**src/rtl/ssw_pkg.sv**
```systemverilog
`timescale 1ns / 1ps
// ----------------------------------------------------------------------------
// ssw_pkg: shared types and constants of the sequence window bitmap
// Mode codes, command kinds, the command word passed from front to back,
// and the widths of the stream words.
// ----------------------------------------------------------------------------
package ssw_pkg;

    localparam int WINDOW_BITS_DEF = 64;
    localparam int WINDOW_BITS_MAX = 1024;

    // Field widths
    localparam int MODE_W  = 2;
    localparam int SEQ_W   = 16;
    localparam int COUNT_W = 7;
    // Shift amount / bit position, holds 0..WINDOW_BITS_MAX
    localparam int AMT_W   = $clog2(WINDOW_BITS_MAX + 1);

    localparam int S_TDATA_W = 56;
    localparam int M_TDATA_W = 16;

    localparam int QUEUE_DEPTH = 2;

    // Input mode codes
    localparam logic [MODE_W-1:0] MODE_RECV  = 2'd0;
    localparam logic [MODE_W-1:0] MODE_QUERY = 2'd1;
    localparam logic [MODE_W-1:0] MODE_CLEAR = 2'd2;

    // Command kinds
    localparam logic [2:0] KIND_NOP   = 3'd0;
    localparam logic [2:0] KIND_OLD   = 3'd1;
    localparam logic [2:0] KIND_JUMP  = 3'd2;
    localparam logic [2:0] KIND_ADV   = 3'd3;
    localparam logic [2:0] KIND_QUERY = 3'd4;
    localparam logic [2:0] KIND_CLEAR = 3'd5;

    typedef struct packed {
        logic [2:0]       kind;
        logic             mark;   // receive: set a bit; query: distance in window
        logic [AMT_W-1:0] amt;    // shift amount, bit to mark or bit to read
    } cmd_t;

    localparam int CMD_W = $bits(cmd_t);

endpackage

```
**src/rtl/ssw_front.sv**
```systemverilog
`timescale 1ns / 1ps
// ----------------------------------------------------------------------------
// ssw_front: classify incoming words
// Turns mode, sequence difference and query numbers into a command for the
// window engine: old packet, far jump, advance, query, clear or no-op.
// ----------------------------------------------------------------------------
module ssw_front #(
    parameter int WINDOW_BITS = ssw_pkg::WINDOW_BITS_DEF
) (
    input  logic [ssw_pkg::MODE_W-1:0] mode,
    input  logic [ssw_pkg::SEQ_W-1:0]  seq_diff,
    input  logic                       pkt_mark,
    input  logic [ssw_pkg::SEQ_W-1:0]  newest_seq,
    input  logic [ssw_pkg::SEQ_W-1:0]  asked_seq,
    output ssw_pkg::cmd_t              cmd
);

    localparam logic signed [ssw_pkg::SEQ_W:0] W_POS = (ssw_pkg::SEQ_W+1)'(WINDOW_BITS);
    localparam logic signed [ssw_pkg::SEQ_W:0] W_NEG = -W_POS;

    logic signed [ssw_pkg::SEQ_W:0]   diff_ext;
    logic signed [ssw_pkg::SEQ_W:0]   diff_neg;
    logic signed [ssw_pkg::SEQ_W:0]   gap_ext;
    logic        [ssw_pkg::SEQ_W-1:0] gap;

    assign diff_ext = {seq_diff[ssw_pkg::SEQ_W-1], seq_diff};
    assign diff_neg = -diff_ext;
    assign gap      = newest_seq - asked_seq;
    assign gap_ext  = {gap[ssw_pkg::SEQ_W-1], gap};

    always_comb begin
        cmd.kind = ssw_pkg::KIND_NOP;
        cmd.mark = 1'b0;
        cmd.amt  = '0;
        case (mode)
            ssw_pkg::MODE_RECV: begin
                cmd.mark = pkt_mark;
                if (diff_ext < 0 && diff_ext >= W_NEG) begin
                    cmd.kind = ssw_pkg::KIND_OLD;
                    cmd.amt  = diff_neg[ssw_pkg::AMT_W-1:0];
                end else if (diff_ext > W_POS || diff_ext < W_NEG) begin
                    cmd.kind = ssw_pkg::KIND_JUMP;
                end else begin
                    cmd.kind = ssw_pkg::KIND_ADV;
                    cmd.amt  = diff_ext[ssw_pkg::AMT_W-1:0];
                end
            end
            ssw_pkg::MODE_QUERY: begin
                cmd.kind = ssw_pkg::KIND_QUERY;
                cmd.mark = (gap_ext >= 0) && (gap_ext < W_POS);
                cmd.amt  = gap_ext[ssw_pkg::AMT_W-1:0];
            end
            ssw_pkg::MODE_CLEAR: begin
                cmd.kind = ssw_pkg::KIND_CLEAR;
            end
            default: begin
                cmd.kind = ssw_pkg::KIND_NOP;
            end
        endcase
    end

endmodule

```
**src/rtl/ssw_cmd_fifo.sv**
```systemverilog
`timescale 1ns / 1ps
// ----------------------------------------------------------------------------
// ssw_cmd_fifo: command queue between front and back
// A small register FIFO; full and empty are flagged from an entry count so
// that push and pop may happen in the same cycle.
// ----------------------------------------------------------------------------
module ssw_cmd_fifo (
    input  logic          aclk,
    input  logic          aresetn,
    input  logic          push_valid,
    output logic          push_ready,
    input  ssw_pkg::cmd_t push_cmd,
    output logic          pop_valid,
    input  logic          pop_ready,
    output ssw_pkg::cmd_t pop_cmd
);

    localparam int PTR_W = $clog2(ssw_pkg::QUEUE_DEPTH);
    localparam int CNT_W = $clog2(ssw_pkg::QUEUE_DEPTH + 1);
    localparam logic [CNT_W-1:0] DEPTH_C = CNT_W'(ssw_pkg::QUEUE_DEPTH);
    localparam logic [PTR_W-1:0] LAST_C  = PTR_W'(ssw_pkg::QUEUE_DEPTH - 1);

    ssw_pkg::cmd_t    entry_reg [ssw_pkg::QUEUE_DEPTH];
    logic [PTR_W-1:0] wr_ptr_reg, wr_ptr_next;
    logic [PTR_W-1:0] rd_ptr_reg, rd_ptr_next;
    logic [CNT_W-1:0] count_reg, count_next;
    logic             do_push, do_pop;

    assign push_ready = (count_reg != DEPTH_C);
    assign pop_valid  = (count_reg != '0);
    assign pop_cmd    = entry_reg[rd_ptr_reg];
    assign do_push    = push_valid && push_ready;
    assign do_pop     = pop_valid && pop_ready;

    always_comb begin
        wr_ptr_next = wr_ptr_reg;
        rd_ptr_next = rd_ptr_reg;
        count_next  = count_reg;
        if (do_push) begin
            wr_ptr_next = (wr_ptr_reg == LAST_C) ? '0 : wr_ptr_reg + 1'b1;
        end
        if (do_pop) begin
            rd_ptr_next = (rd_ptr_reg == LAST_C) ? '0 : rd_ptr_reg + 1'b1;
        end
        if (do_push && !do_pop) begin
            count_next = count_reg + 1'b1;
        end else if (do_pop && !do_push) begin
            count_next = count_reg - 1'b1;
        end
    end

    always_ff @(posedge aclk) begin
        if (!aresetn) begin
            wr_ptr_reg <= '0;
            rd_ptr_reg <= '0;
            count_reg  <= '0;
        end else begin
            wr_ptr_reg <= wr_ptr_next;
            rd_ptr_reg <= rd_ptr_next;
            count_reg  <= count_next;
        end
    end

    always_ff @(posedge aclk) begin
        if (do_push) begin
            entry_reg[wr_ptr_reg] <= push_cmd;
        end
    end

endmodule

```
**src/rtl/ssw_back.sv**
```systemverilog
`timescale 1ns / 1ps
// ----------------------------------------------------------------------------
// ssw_back: window engine and result stage
// Executes one command per cycle against the window register unless the output
// stalls, then counts the set bits of the updated window as the result moves to the output.
// ----------------------------------------------------------------------------
module ssw_back #(
    parameter int WINDOW_BITS = ssw_pkg::WINDOW_BITS_DEF
) (
    input  logic                          aclk,
    input  logic                          aresetn,
    input  logic                          cmd_valid,
    output logic                          cmd_ready,
    input  ssw_pkg::cmd_t                 cmd,
    output logic                          m_tvalid,
    input  logic                          m_tready,
    output logic [ssw_pkg::M_TDATA_W-1:0] m_tdata
);

    localparam int IDX_W   = (WINDOW_BITS > 1) ? $clog2(WINDOW_BITS) : 1;
    localparam int SUM_W   = $clog2(WINDOW_BITS + 1);
    localparam int GROUPS  = (WINDOW_BITS + 7) / 8;
    localparam int PAD_W   = GROUPS * 8;
    localparam logic [ssw_pkg::AMT_W-1:0] W_AMT = ssw_pkg::AMT_W'(WINDOW_BITS);

    logic [WINDOW_BITS-1:0] window_reg, window_next;
    logic                   e_valid_reg;
    logic                   e_new_reg, e_new_next;
    logic                   e_seen_reg, e_seen_next;
    logic                   m_valid_reg;
    logic                   m_new_reg, m_seen_reg;
    logic [ssw_pkg::COUNT_W-1:0] m_count_reg;
    logic                   e_move, exec;

    logic [PAD_W-1:0]       window_pad;
    logic [3:0]             group_sum [GROUPS];
    logic [SUM_W-1:0]       pop_sum;

    assign e_move    = e_valid_reg && (!m_valid_reg || m_tready);
    assign cmd_ready = !e_valid_reg || e_move;
    assign exec      = cmd_valid && cmd_ready;

    always_comb begin
        window_next = window_reg;
        e_new_next  = 1'b0;
        e_seen_next = 1'b0;
        case (cmd.kind)
            ssw_pkg::KIND_OLD: begin
                // bit WINDOW_BITS itself lies outside the window: drop it
                if (cmd.mark && cmd.amt < W_AMT) begin
                    window_next[cmd.amt[IDX_W-1:0]] = 1'b1;
                end
            end
            ssw_pkg::KIND_JUMP: begin
                window_next    = '0;
                window_next[0] = cmd.mark;
                e_new_next     = 1'b1;
            end
            ssw_pkg::KIND_ADV: begin
                window_next = window_reg << cmd.amt;
                if (cmd.mark) begin
                    window_next[0] = 1'b1;
                end
                e_new_next = 1'b1;
            end
            ssw_pkg::KIND_QUERY: begin
                e_seen_next = cmd.mark && window_reg[cmd.amt[IDX_W-1:0]];
            end
            ssw_pkg::KIND_CLEAR: begin
                window_next = '0;
            end
            default: begin
                window_next = window_reg;
            end
        endcase
    end

    // Popcount: byte sums, then a sum over the bytes
    assign window_pad = PAD_W'(window_reg);

    for (genvar g = 0; g < GROUPS; g++) begin : g_byte
        always_comb begin
            group_sum[g] = '0;
            for (int b = 0; b < 8; b++) begin
                group_sum[g] = group_sum[g] + 4'(window_pad[g*8 + b]);
            end
        end
    end

    always_comb begin
        pop_sum = '0;
        for (int g = 0; g < GROUPS; g++) begin
            pop_sum = pop_sum + SUM_W'(group_sum[g]);
        end
    end

    always_ff @(posedge aclk) begin
        if (!aresetn) begin
            window_reg  <= '0;
            e_valid_reg <= 1'b0;
            m_valid_reg <= 1'b0;
        end else begin
            if (exec) begin
                window_reg <= window_next;
            end
            if (exec) begin
                e_valid_reg <= 1'b1;
            end else if (e_move) begin
                e_valid_reg <= 1'b0;
            end
            if (e_move) begin
                m_valid_reg <= 1'b1;
            end else if (m_tready) begin
                m_valid_reg <= 1'b0;
            end
        end
    end

    always_ff @(posedge aclk) begin
        if (exec) begin
            e_new_reg  <= e_new_next;
            e_seen_reg <= e_seen_next;
        end
        // window_reg still holds this word's update while it moves out
        if (e_move) begin
            m_new_reg   <= e_new_reg;
            m_seen_reg  <= e_seen_reg;
            m_count_reg <= ssw_pkg::COUNT_W'(pop_sum);
        end
    end

    assign m_tvalid = m_valid_reg;
    assign m_tdata  = ssw_pkg::M_TDATA_W'({m_count_reg, m_seen_reg, m_new_reg});

endmodule

```
**src/rtl/seqno_sliding_window_bitmap.sv**
```systemverilog
`timescale 1ns / 1ps
// ----------------------------------------------------------------------------
// seqno_sliding_window_bitmap: sliding window of received sequence numbers
//
//   channel  dir  handshake          payload
//   s_       in   s_tvalid/s_tready  s_tuser mode, s_tdata packet/query fields
//   m_       out  m_tvalid/m_tready  m_tdata is_new, bit_seen, received_count
//
// One word per cycle unless the output stalls; each word yields one result
// through the command queue, engine register and output register. At most one
// command per cycle updates the window; the popcount feeds the output register.
// Reset (aresetn low, synchronous) empties the window and all queues.
// A stalled output holds the back; the two-entry command queue keeps the
// front accepting until it fills.
// ----------------------------------------------------------------------------
module seqno_sliding_window_bitmap #(
    parameter int WINDOW_BITS = ssw_pkg::WINDOW_BITS_DEF
) (
    input  logic                          aclk,
    input  logic                          aresetn,
    input  logic                          s_tvalid,
    output logic                          s_tready,
    // [1:0] mode
    input  logic [ssw_pkg::MODE_W-1:0]    s_tuser,
    // [15:0] seq_diff, [16] pkt_mark, [32:17] newest_seq, [48:33] asked_seq
    input  logic [ssw_pkg::S_TDATA_W-1:0] s_tdata,
    output logic                          m_tvalid,
    input  logic                          m_tready,
    // [0] is_new, [1] bit_seen, [8:2] received_count
    output logic [ssw_pkg::M_TDATA_W-1:0] m_tdata
);

    ssw_pkg::cmd_t front_cmd;
    ssw_pkg::cmd_t back_cmd;
    logic          back_valid, back_ready;

    ssw_front #(
        .WINDOW_BITS(WINDOW_BITS)
    ) u_front (
        .mode       (s_tuser),
        .seq_diff   (s_tdata[15:0]),
        .pkt_mark   (s_tdata[16]),
        .newest_seq (s_tdata[32:17]),
        .asked_seq  (s_tdata[48:33]),
        .cmd        (front_cmd)
    );

    ssw_cmd_fifo u_fifo (
        .aclk       (aclk),
        .aresetn    (aresetn),
        .push_valid (s_tvalid),
        .push_ready (s_tready),
        .push_cmd   (front_cmd),
        .pop_valid  (back_valid),
        .pop_ready  (back_ready),
        .pop_cmd    (back_cmd)
    );

    ssw_back #(
        .WINDOW_BITS(WINDOW_BITS)
    ) u_back (
        .aclk      (aclk),
        .aresetn   (aresetn),
        .cmd_valid (back_valid),
        .cmd_ready (back_ready),
        .cmd       (back_cmd),
        .m_tvalid  (m_tvalid),
        .m_tready  (m_tready),
        .m_tdata   (m_tdata)
    );

    // A word is either new or a query hit, never both
    a_flags_exclusive: assert property (@(posedge aclk) disable iff (!aresetn)
        m_tvalid |-> !(m_tdata[0] && m_tdata[1]))
        else $error("is_new and bit_seen both set");

    // Count never exceeds the window size
    a_count_range: assert property (@(posedge aclk) disable iff (!aresetn)
        m_tvalid |-> (WINDOW_BITS > 127) || (int'(m_tdata[8:2]) <= WINDOW_BITS))
        else $error("received_count above window size");

    // Nothing is presented right after reset
    a_reset_empty: assert property (@(posedge aclk)
        !aresetn |=> !m_tvalid)
        else $error("output valid after reset");

endmodule
```
**config.mk**
```make
export PLATFORM = sky130hd
export DESIGN_NAME = seqno_sliding_window_bitmap
export DESIGN_NICKNAME = d
export VERILOG_FILES = /design/src/rtl/ssw_pkg.sv /design/src/rtl/ssw_front.sv /design/src/rtl/ssw_cmd_fifo.sv /design/src/rtl/ssw_back.sv /design/src/rtl/seqno_sliding_window_bitmap.sv
export SDC_FILE = /design/constraint.sdc
export NUM_CORES = 1
export LEC_CHECK = 0
export ABC_AREA = 1
export BUFFER_PORTS_ARGS = -buffer_cell sky130_fd_sc_hd__buf_4
export CORE_ASPECT_RATIO = 1.25
export CORE_UTILIZATION = 45
export CTS_CLUSTER_DIAMETER = 40
export DETAILED_ROUTE_END_ITERATION = 10
export GPL_TIMING_DRIVEN = 0
export PLACE_DENSITY_LB_ADDON = 0.15
export SLEW_MARGIN = 20
export SYNTH_ARGS = -nofsm -noshare
export SYNTH_HDL_FRONTEND = slang
export SYNTH_HIERARCHICAL = 1
export SYNTH_SLANG_ARGS = --single-unit
```
**constraint.sdc**
```tcl
create_clock -name aclk -period 18.21 [get_ports aclk]
set_input_delay 1.821 -clock aclk [delete_from_list [all_inputs] [get_ports aclk]]
set_output_delay 1.821 -clock aclk [all_outputs]
set_load 0.01 [all_outputs]
```
# ---- After elaboration in Yosys (flattened, before gate mapping)
# Memories as Yosys holds them, arrays and structs flattened. A register that Yosys moved wholly into a read port is not among the register bits.
# Index checks and enable logic that the tools add are counted.
dict set report word_totals {
  memories 1
  latchBits 0
  input_bits 62
  ramBits 30
  rom_bits 0
  output_inout_bits 18
  regBits 81
}
dict set report classes {
  muxes 26
  n_lt_le_gt_ge 9
  multipliers 0
  eq_ne 9
  addsub 69
  shifts 1
  n_div 0
  n_bitwise 1
  n_reduce_logical 25
}
# name depth word_bits read_ports rd_ports_with_merged_regs wr line_no
set memory_table {}
lappend memory_table {u_fifo.entry_reg 2 15 1 1 1 ssw_cmd_fifo.sv:23} ;# ssw_pkg::cmd_t entry_reg [ssw_pkg::QUEUE_DEPTH];
# op n
set op_table {}
lappend op_table {{64-bit one-hot mux with 4 select lines} 1}
lappend op_table {{4-bit by 1-bit adder with 4-bit output} 48}
lappend op_table {{64-bit 2-to-1 mux} 1}
lappend op_table {{64-bit bitwise OR} 1}
lappend op_table {{64-bit by 11-bit << shifter with 64-bit output} 1}
lappend op_table {{7-bit by 4-bit adder with 7-bit output} 6}
lappend op_table {{12-bit one-hot mux with 2 select lines} 1}
lappend op_table {{11-bit 2-to-1 mux} 2}
lappend op_table {{1-bit by 1-bit adder with 2-bit output} 8}
lappend op_table {{16-bit by 1-bit greater-or-equal comparator with 1-bit output, second input constant} 1}
lappend op_table {{16-bit by 7-bit greater-or-equal comparator with 1-bit output, second input constant} 1}
lappend op_table {{16-bit by 8-bit greater-than comparator with 1-bit output, second input constant} 1}
lappend op_table {{16-bit by 1-bit < comparator with 1-bit output, second input constant} 1}
lappend op_table {{16-bit by 7-bit < comparator with 1-bit output, second input constant} 1}
lappend op_table {{16-bit by 8-bit < comparator with 1-bit output, second input constant} 1}
lappend op_table {{16-bit subtractor} 1}
lappend op_table {{1-bit 2-to-1 mux} 15}
lappend op_table {{11-bit by 7-bit < comparator with 1-bit output, second input constant} 1}
lappend op_table {{11-bit negator} 1}
lappend op_table {{1-bit logical AND} 10}
lappend op_table {{3-bit one-hot mux with 3 select lines} 1}
lappend op_table {{2-bit nonzero test} 4}
lappend op_table {{6-bit by 7-bit < comparator with 1-bit output, second input constant} 1}
lappend op_table {{1-bit binary-select mux with 6-bit select} 1}
lappend op_table {{other kinds (20)} 30}

# ---- Longest topological paths before layout
# Gate-level depths: netlist of the first run.
dict set report depth {
  word_depth 14
  mapped_depth 26
  mapped_depth_nobuf 26
}

# ---- Modules after synthesis
# Netlist of the first run, hierarchy kept.
# module instances area_per_inst_um2 cells_per_inst seq_area_each_um2
set by_module_without_submodules {}
lappend by_module_without_submodules {ssw_back 1 10216.0 1703 1651.6}
lappend by_module_without_submodules {ssw_front 1 1428.9 287 0.0}
lappend by_module_without_submodules {ssw_cmd_fifo 1 1378.8 84 1001.0}

# ---- Worst setup path before layout of the first run
# Ideal clock, no wire load.
dict set report synth_timing {
  kind {register to register}
  start {reg u_back.window_reg[2] (netlist: u_back/window_pad[2])}
  end {reg u_back/m_count_reg[6] (netlist name), data pin}
  synth_period_minus_slack_ns 6.925
  stages_incl_launch_ff 23
  arrival_time_ns 6.667
  setup_time_ns 0.258
  required_time_ns 17.952
  n_path_buf 0
  slack_ns 11.285
  cell_sequence {dfxtp_1 inv_1 fa_1 fa_1 fa_1 fa_1 fa_1 fa_1 fa_1 fa_1 fa_1 fa_1 inv_1 fa_1 fa_1 a21oi_1 nor2_1 nor2_1 nor2_1 nor2_1 nor2_1 nor2_1 xnor2_1}
}
dict set report synth_between {
  elab_chain_cells 13
}
# element line_no
set synth_lines {}
lappend synth_lines {{from (decl)} ssw_back.sv:26} ;# logic [WINDOW_BITS-1:0] window_reg, window_next;
lappend synth_lines {{from (signal assigned)} ssw_back.sv:104} ;# window_reg <= window_next;
lappend synth_lines {{4-bit by 1-bit adder with 4-bit output (6 in a row)} ssw_back.sv:85} ;# group_sum[g] = group_sum[g] + 4'(window_pad[g*8 + b]);
lappend synth_lines {{4-bit by 4-bit adder with 5-bit output} ssw_back.sv:93} ;# pop_sum = pop_sum + SUM_W'(group_sum[g]);
lappend synth_lines {{7-bit by 4-bit adder with 7-bit output (6 in a row)} ssw_back.sv:93}
lappend synth_lines {{via u_back.pop_sum[6]} ssw_back.sv:37} ;# logic [SUM_W-1:0] pop_sum;
lappend synth_lines {{to (signal assigned)} ssw_back.sv:128} ;# m_count_reg <= ssw_pkg::COUNT_W'(pop_sum);
lappend synth_lines {{to (decl)} ssw_back.sv:32} ;# logic [ssw_pkg::COUNT_W-1:0] m_count_reg;
# The timed path passes the listed nets, and every way through them passes these cells.
# A chain may end at the register's enable or synchronous reset.

# ---- Worst setup path in the final report of the first run
# Ends and elaborated chain as after synthesis.

==> results.json, run 1 <==
{
  "hold_class": "reg2reg",
  "mappedNetlistArea_mm2": 0.01302,
  "drive_gt1_share_pct": 10.87,
  "row_count": 69,
  "clkLatencyLatePin_ns": 0.40,
  "clock_skew_ns": 0.02837,
  "hold_buffers": 0,
  "startpoint": "u_back/window_pad[2]$_SDFFE_PN0P_",
  "die_h_um": 192.2,
  "synth_cell_type_count": 53,
  "dpl.hpwl_mm": 50.22,
  "cp-end-kind": "flip-flop",
  "cts.path.max_buffers": 2,
  "yosys-top-cells-area": "nand3_1 (15%), nand2_1 (14%), dfxtp_1 (11%)",
  "async_reset_ff_share_pct": 0,
  "maxCapViolations": 0,
  "port_buffers": 65,
  "dieArea_mm2": 0.02963,
  "cts_made_buffers": 9,
  "gp_congestion": 1.051,
  "cts_tree": "built",
  "synthFlopType": "dfxtp_1",
  "initial_core_util_pct": 45.85,
  "r2r_cells": 22,
  "netlist_instances": 2074,
  "grt_max_degree": 24,
  "cp.required_ns": 18.35,
  "fin_crit_sh_pct": 41.54,
  "grt_pass1_wl_mm": 91.96,
  "status": "complete, no violations",
  "crit_path_max_incr_delay_ns": 0.60,
  "crit_arrival_ns": 7.70,
  "crit_slowest_cell": "fa_1",
  "die_x_um": 154.2,
  "crit_fanout": 4,
  "vias_per_cell": 6.099,
  "largest_register_ffs": 64,
  "antennaDiodeCount": 0,
  "final_util_pct": 50.37,
  "drcViolationCount": 0,
  "setup_viol": 0,
  "via_count": 15346,
  "cts_sinks": 112,
  "min_from": "u_back/e_new_reg$_DFFE_PP_",
  "slew_viol_final": 0,
  "hold_viol": 0,
  "avgSynthCellArea_um2": 6.280,
  "dr.pass1.iters": 7,
  "multiInputGateArea_mm2": 0.008826,
  "finalSetupTns_ns": 0,
  "period_minus_slack_ns": 7.564,
  "grt_pass1_vias": 14594,
  "nets": 2315,
  "clockRootBuffer": "clkbuf_16",
  "cts_max_level": 3,
  "whs_endpoint": "u_back/m_new_reg$_DFFE_PP_",
  "num_io_pins": 80,
  "whs_path_depth": 0,
  "worstReg2RegStart": "u_back/window_pad[2]$_SDFFE_PN0P_",
  "critical_path.cell_chain": "inv_1 > fa_1 > fa_1 > fa_1 > fa_1 > fa_1 > fa_1 > fa_1 > fa_1 > fa_1 > fa_1 > inv_1 > fa_1 > fa_1 > a21oi_1 > nor2_1 > nor2_1 > nor2_1 > nor2_1 > nor2_1 > nor2_1 > xnor2_1",
  "rrSetupSlack_ns": 10.65,
  "clk_pin_slew_ns": 0.11,
  "yosysWarnings": 6,
  "tightest_slew_ns": 1.256,
  "initialDrtViolationCount": 1938,
  "grt_antenna_before_repair": 1,
  "rsz0062_at_grt": "false",
  "synth_common_cells": "nand2_1 (498), nand3_1 (394), inv_1 (202), nor2_1 (173), o21ai_0 (151)",
  "crit_top_cell": "fa_1",
  "seq_area_mm2": 0.002653,
  "drt_wl_total_mm": 63.45,
  "overflow": 0,
  "fillers": 3010,
  "wire_per_inst_um": 25.22,
  "synth_top_area_share_pct": 15.14,
  "synth-edff-count": 41,
  "crit_path_start_kind": "flip-flop",
  "yosysMostFrequentCell": "nand2_1",
  "ys_seq_elements": 112,
  "grtUsageTotal_pct": 43.50,
  "slew_headroom_pct": 15.36,
  "syn_to_final_growth_pct": 9.857,
  "ys_seq_area_share_pct": 20.37,
  "final_antenna_net_count": 0,
  "critPathKind": "reg2reg",
  "finalHoldWorstSlack_ns": 0.4296,
  "max_freq_mhz": 132.2,
  "reg2reg_to": "u_back/m_count_reg[6]$_DFFE_PP_",
  "post_cts_resized": 0,
  "synth_top_area_cell": "nand3_1",
  "cts_setup_buffers": 0,
  "coreArea_mm2": 0.02840
}
final cells by class:
class | instances | share of cell area [%]
multi-input combinational | 1623 | 61.69
sequential | 112 | 18.54
inverter | 217 | 5.711
buffer | 128 | 5.282
timing repair buffer | 65 | 3.411
tap | 355 | 3.104
clock buffer | 9 | 1.574
clock inverter | 7 | 0.6909
metal layers:
metal / routed length (um) / vias to the layer above / share of wire, % / GRT usage, %
li1: - / 7018 / - / -
met3: 5977 / 274 / 9.4 / 8.890
met5: 13 / - / 0.020 / 0
met2: 27970 / 1004 / 44 / 69.25
met4: 6899 / 2 / 11 / 40.88
met1: 22590 / 7048 / 36 / 48.94
worst max-delay path by stage:
stage / end / slack, ns / cells past startpoint
CTS: u_back/m_count_reg[6]$_DFFE_PP_ / 10.68 / 22
floorplan: u_back/m_count_reg[6]$_DFFE_PP_ / 11.29 / 22
finish: u_back/m_count_reg[6]$_DFFE_PP_ / 10.65 / 22
detailed placement: u_back/m_count_reg[6]$_DFFE_PP_ / 10.73 / 22
global placement: u_back/m_count_reg[6]$_DFFE_PP_ / 10.86 / 22
global route: u_back/m_count_reg[6]$_DFFE_PP_ / 10.38 / 22
cells in the final DEF, fill, tap and decap left out, drive strengths merged, types with 3 or more instances in the layout:
cell | synthesis | routed
ha | 43 | 43
o21ai | 191 | 191
fa | 54 | 54
conb | 1 | 7
a31oi | 4 | 4
nand4 | 21 | 21
nand2 | 509 | 509
xor2 | 6 | 6
xnor2 | 3 | 3
edfxtp | 41 | 41
nor2 | 189 | 189
mux2 | 15 | 15
nand3 | 397 | 397
clkinv | 0 | 4
o21a | 7 | 7
dfxtp | 71 | 71
and2 | 7 | 7
a221oi | 3 | 3
a21oi | 141 | 141
buf | 104 | 169
or2 | 4 | 4
clkbuf | 24 | 33
inv | 217 | 220
nor3 | 10 | 10
critical path: cells and delay by family, from the launching register on:
family | cells | cell delay (ns)
adders and majority gates | 12 | 5.89
DFF | 1 | 0.46
xor gates and xnor gates | 1 | 0.09
AOI/OAI and AO/OA | 1 | 0.16
buffers and inverters | 2 | 0.19
and+or+nand+nor | 6 | 0.49
kinds of logic after synthesis:
logic type / after synthesis / share of synthesized area [%]
muxes: 15 / 1.585
other: 1 / 0.02879
buffers and inverters: 345 / 12.08
DFF: 112 / 20.37
adders and majority gates: 97 / 12.43
xor gates and xnor gates: 9 / 0.6053
AOI/OAI and AO/OA: 356 / 14.41
and+or+nand+nor: 1139 / 38.50
metrics by stage:
stage          cells  worst slack, ns  area [um2]
2_1_floorplan   2080            11.29       13050
3_3_place_gp    2500            10.86       13980
3_5_place_dp    2500            10.73       13980
4_1_cts         2516            10.68       14310
5_1_grt         2516            10.38       14310
6_report        2516            10.65       14310
Power of run 1 is not shown: default switching activity piles up to over one toggle a cycle in this logic, so the estimate is an artifact.
==> inputs of run 2 (changes only) <==
clock period = 7.25 ns   (was 18.21 ns; I/O delays follow)
==> results.json, run 2 (synthesized netlist as in run 1, its figures left out) <==
{
  "design_area_mm2": 0.01433,
  "dpl.hpwl_mm": 50.22,
  "maxCapViolations": 0,
  "critPathKind": "reg2reg",
  "final_cell_mix": "nand2_1 (498), nand3_1 (394), inv_1 (199)",
  "slew_viol_final": 0,
  "overflow": 0,
  "drcViolationCount": 0,
  "crit_top_cell": "fa_1",
  "row_count": 69,
  "cp.required_ns": 7.39,
  "via_count": 15378,
  "cts_setup_buffers": 0,
  "max_freq_mhz": 139.1,
  "grtUsageTotal_pct": 43.70,
  "cts.path.max_buffers": 2,
  "wire_per_inst_um": 25.26,
  "final_antenna_net_count": 0,
  "syn_to_final_growth_pct": 10.02,
  "die_h_um": 192.2,
  "setup_viol": 0,
  "crit_slowest_cell": "fa_1",
  "clkLatencyLatePin_ns": 0.40,
  "rrSetupSlack_ns": 0.06,
  "crit_path_start_kind": "flip-flop",
  "critical_path.cell_chain": "inv_4 > fa_1 > fa_1 > fa_1 > fa_1 > fa_1 > fa_1 > fa_1 > fa_1 > fa_1 > fa_1 > inv_1 > fa_2 > fa_2 > a21oi_2 > nor2_2 > nor2_1 > nor2_1 > nor2_1 > nor2_1 > nor2_1 > xnor2_1",
  "clockRootBuffer": "clkbuf_16",
  "period_minus_slack_ns": 7.189,
  "dp.cells": 2500,
  "clk_pin_slew_ns": 0.11,
  "tightest_slew_ns": 1.234,
  "grt_max_degree": 24,
  "coreArea_mm2": 0.02840,
  "port_buffers": 65,
  "drt_wl_total_mm": 63.59,
  "nets": 2315,
  "grt_antenna_before_repair": 2,
  "crit_path_max_incr_delay_ns": 0.58,
  "multiInputGateArea_mm2": 0.008837,
  "dr.pass1.iters": 9,
  "die_x_um": 154.2,
  "pre_cts_slack_ns": -0.2255,
  "cts_tree": "built",
  "fillers": 3003,
  "cts_sinks": 112,
  "gp_congestion": 1.051,
  "clock_skew_ns": 0.02534,
  "crit_fanout": 4,
  "cp-end-kind": "flip-flop",
  "rsz0062_at_grt": "true",
  "cts_made_buffers": 9,
  "vias_per_cell": 6.110,
  "seq_area_mm2": 0.002658,
  "crit_arrival_ns": 7.33,
  "dieArea_mm2": 0.02963,
  "finalWorstSetupSlack_ns": 0.06110,
  "hold_viol": 0,
  "placed_area_mm2": 0.01398,
  "fin_crit_sh_pct": 99.16,
  "initial_core_util_pct": 45.85,
  "status": "complete, no violations",
  "hold_class": "reg2reg",
  "num_io_pins": 80,
  "grt_pass1_wl_mm": 92.24,
  "drive_gt1_share_pct": 11.29,
  "cts_max_level": 3,
  "largest_register_ffs": 64,
  "grt_pass1_vias": 14590,
  "initialDrtViolationCount": 2039,
  "hold_buffers": 0,
  "slew_headroom_pct": 16.84,
  "final_common_cell": "nand2_1",
  "final_util_pct": 50.45,
  "stdcell_count": 2517
}
## run 2: changes by cell type in the layout (fill, tap and decap cells not counted), moves of 2 or more
| cell | delta |
|---|---|
| fa_2 | +2 |
| dfxtp_1 | -2 |
| inv_1 | -3 |
| inv_2 | +2 |
| fa_1 | -2 |
## run 2: worst paths after layout
| path | cells after the start | endpoint | start |
|---|---|---|---|
| worst min register to register | 0 | u_back/m_new_reg$_DFFE_PP_ | u_back/e_new_reg$_DFFE_PP_ |
| worst max-delay path | 22 | u_back/m_count_reg[6]$_DFFE_PP_ | u_back/window_pad[2]$_SDFFE_PN0P_ |
| worst min-delay path | 0 | u_back/m_new_reg$_DFFE_PP_ | u_back/e_new_reg$_DFFE_PP_ |
| worst max register to register | 22 | u_back/m_count_reg[6]$_DFFE_PP_ | u_back/window_pad[2]$_SDFFE_PN0P_ |
## run 2: timing repair
item                                    in CTS  in global routing
resized for setup                            4                  7
pin swaps                                    2                  3
endpoints found under the setup margin       1                  2
## run 2: critical path, delay by kind of cell, from the launching register on
family                     cells  cell delay (ns)
and+or+nand+nor                6             0.45
adders and majority gates     12             5.70
AOI/OAI and AO/OA              1             0.16
buffers and inverters          2             0.10
DFF                            1             0.41
xor gates and xnor gates       1             0.09
## run 2: layout make-up
| class | instances | share of cell area (%) |
|---|---|---|
| Multi-Input combinational cell | 1623 | 61.68 |
| Inverter | 217 | 5.720 |
| Timing Repair Buffer | 65 | 3.406 |
| Sequential cell | 112 | 18.55 |
| Tap cell | 355 | 3.100 |
| Antenna cell | 1 | 0.01746 |
| Clock inverter | 7 | 0.6898 |
| Buffer | 128 | 5.274 |
| Clock buffer | 9 | 1.572 |
## run 2: stage by stage
step	setup TNS [ns]	hold WS [ns]
floorplan	0	0.4003
global placement	-0.09866	0.4049
detailed placement	-0.2255	0.4072
CTS	0	0.4307
global route	-0.1171	0.4459
finish	0	0.4300
## run 2: layer usage
layer | vias up | global-route usage, % | wire length (um)
met3 | 294 | 9.544 | 6186
met2 | 974 | 69.25 | 27870
met1 | 7086 | 48.96 | 22390
met5 | - | 0 | 10
li1 | 7022 | - | -
met4 | 2 | 41.19 | 7139
Power of run 2 is left out for the same reason.
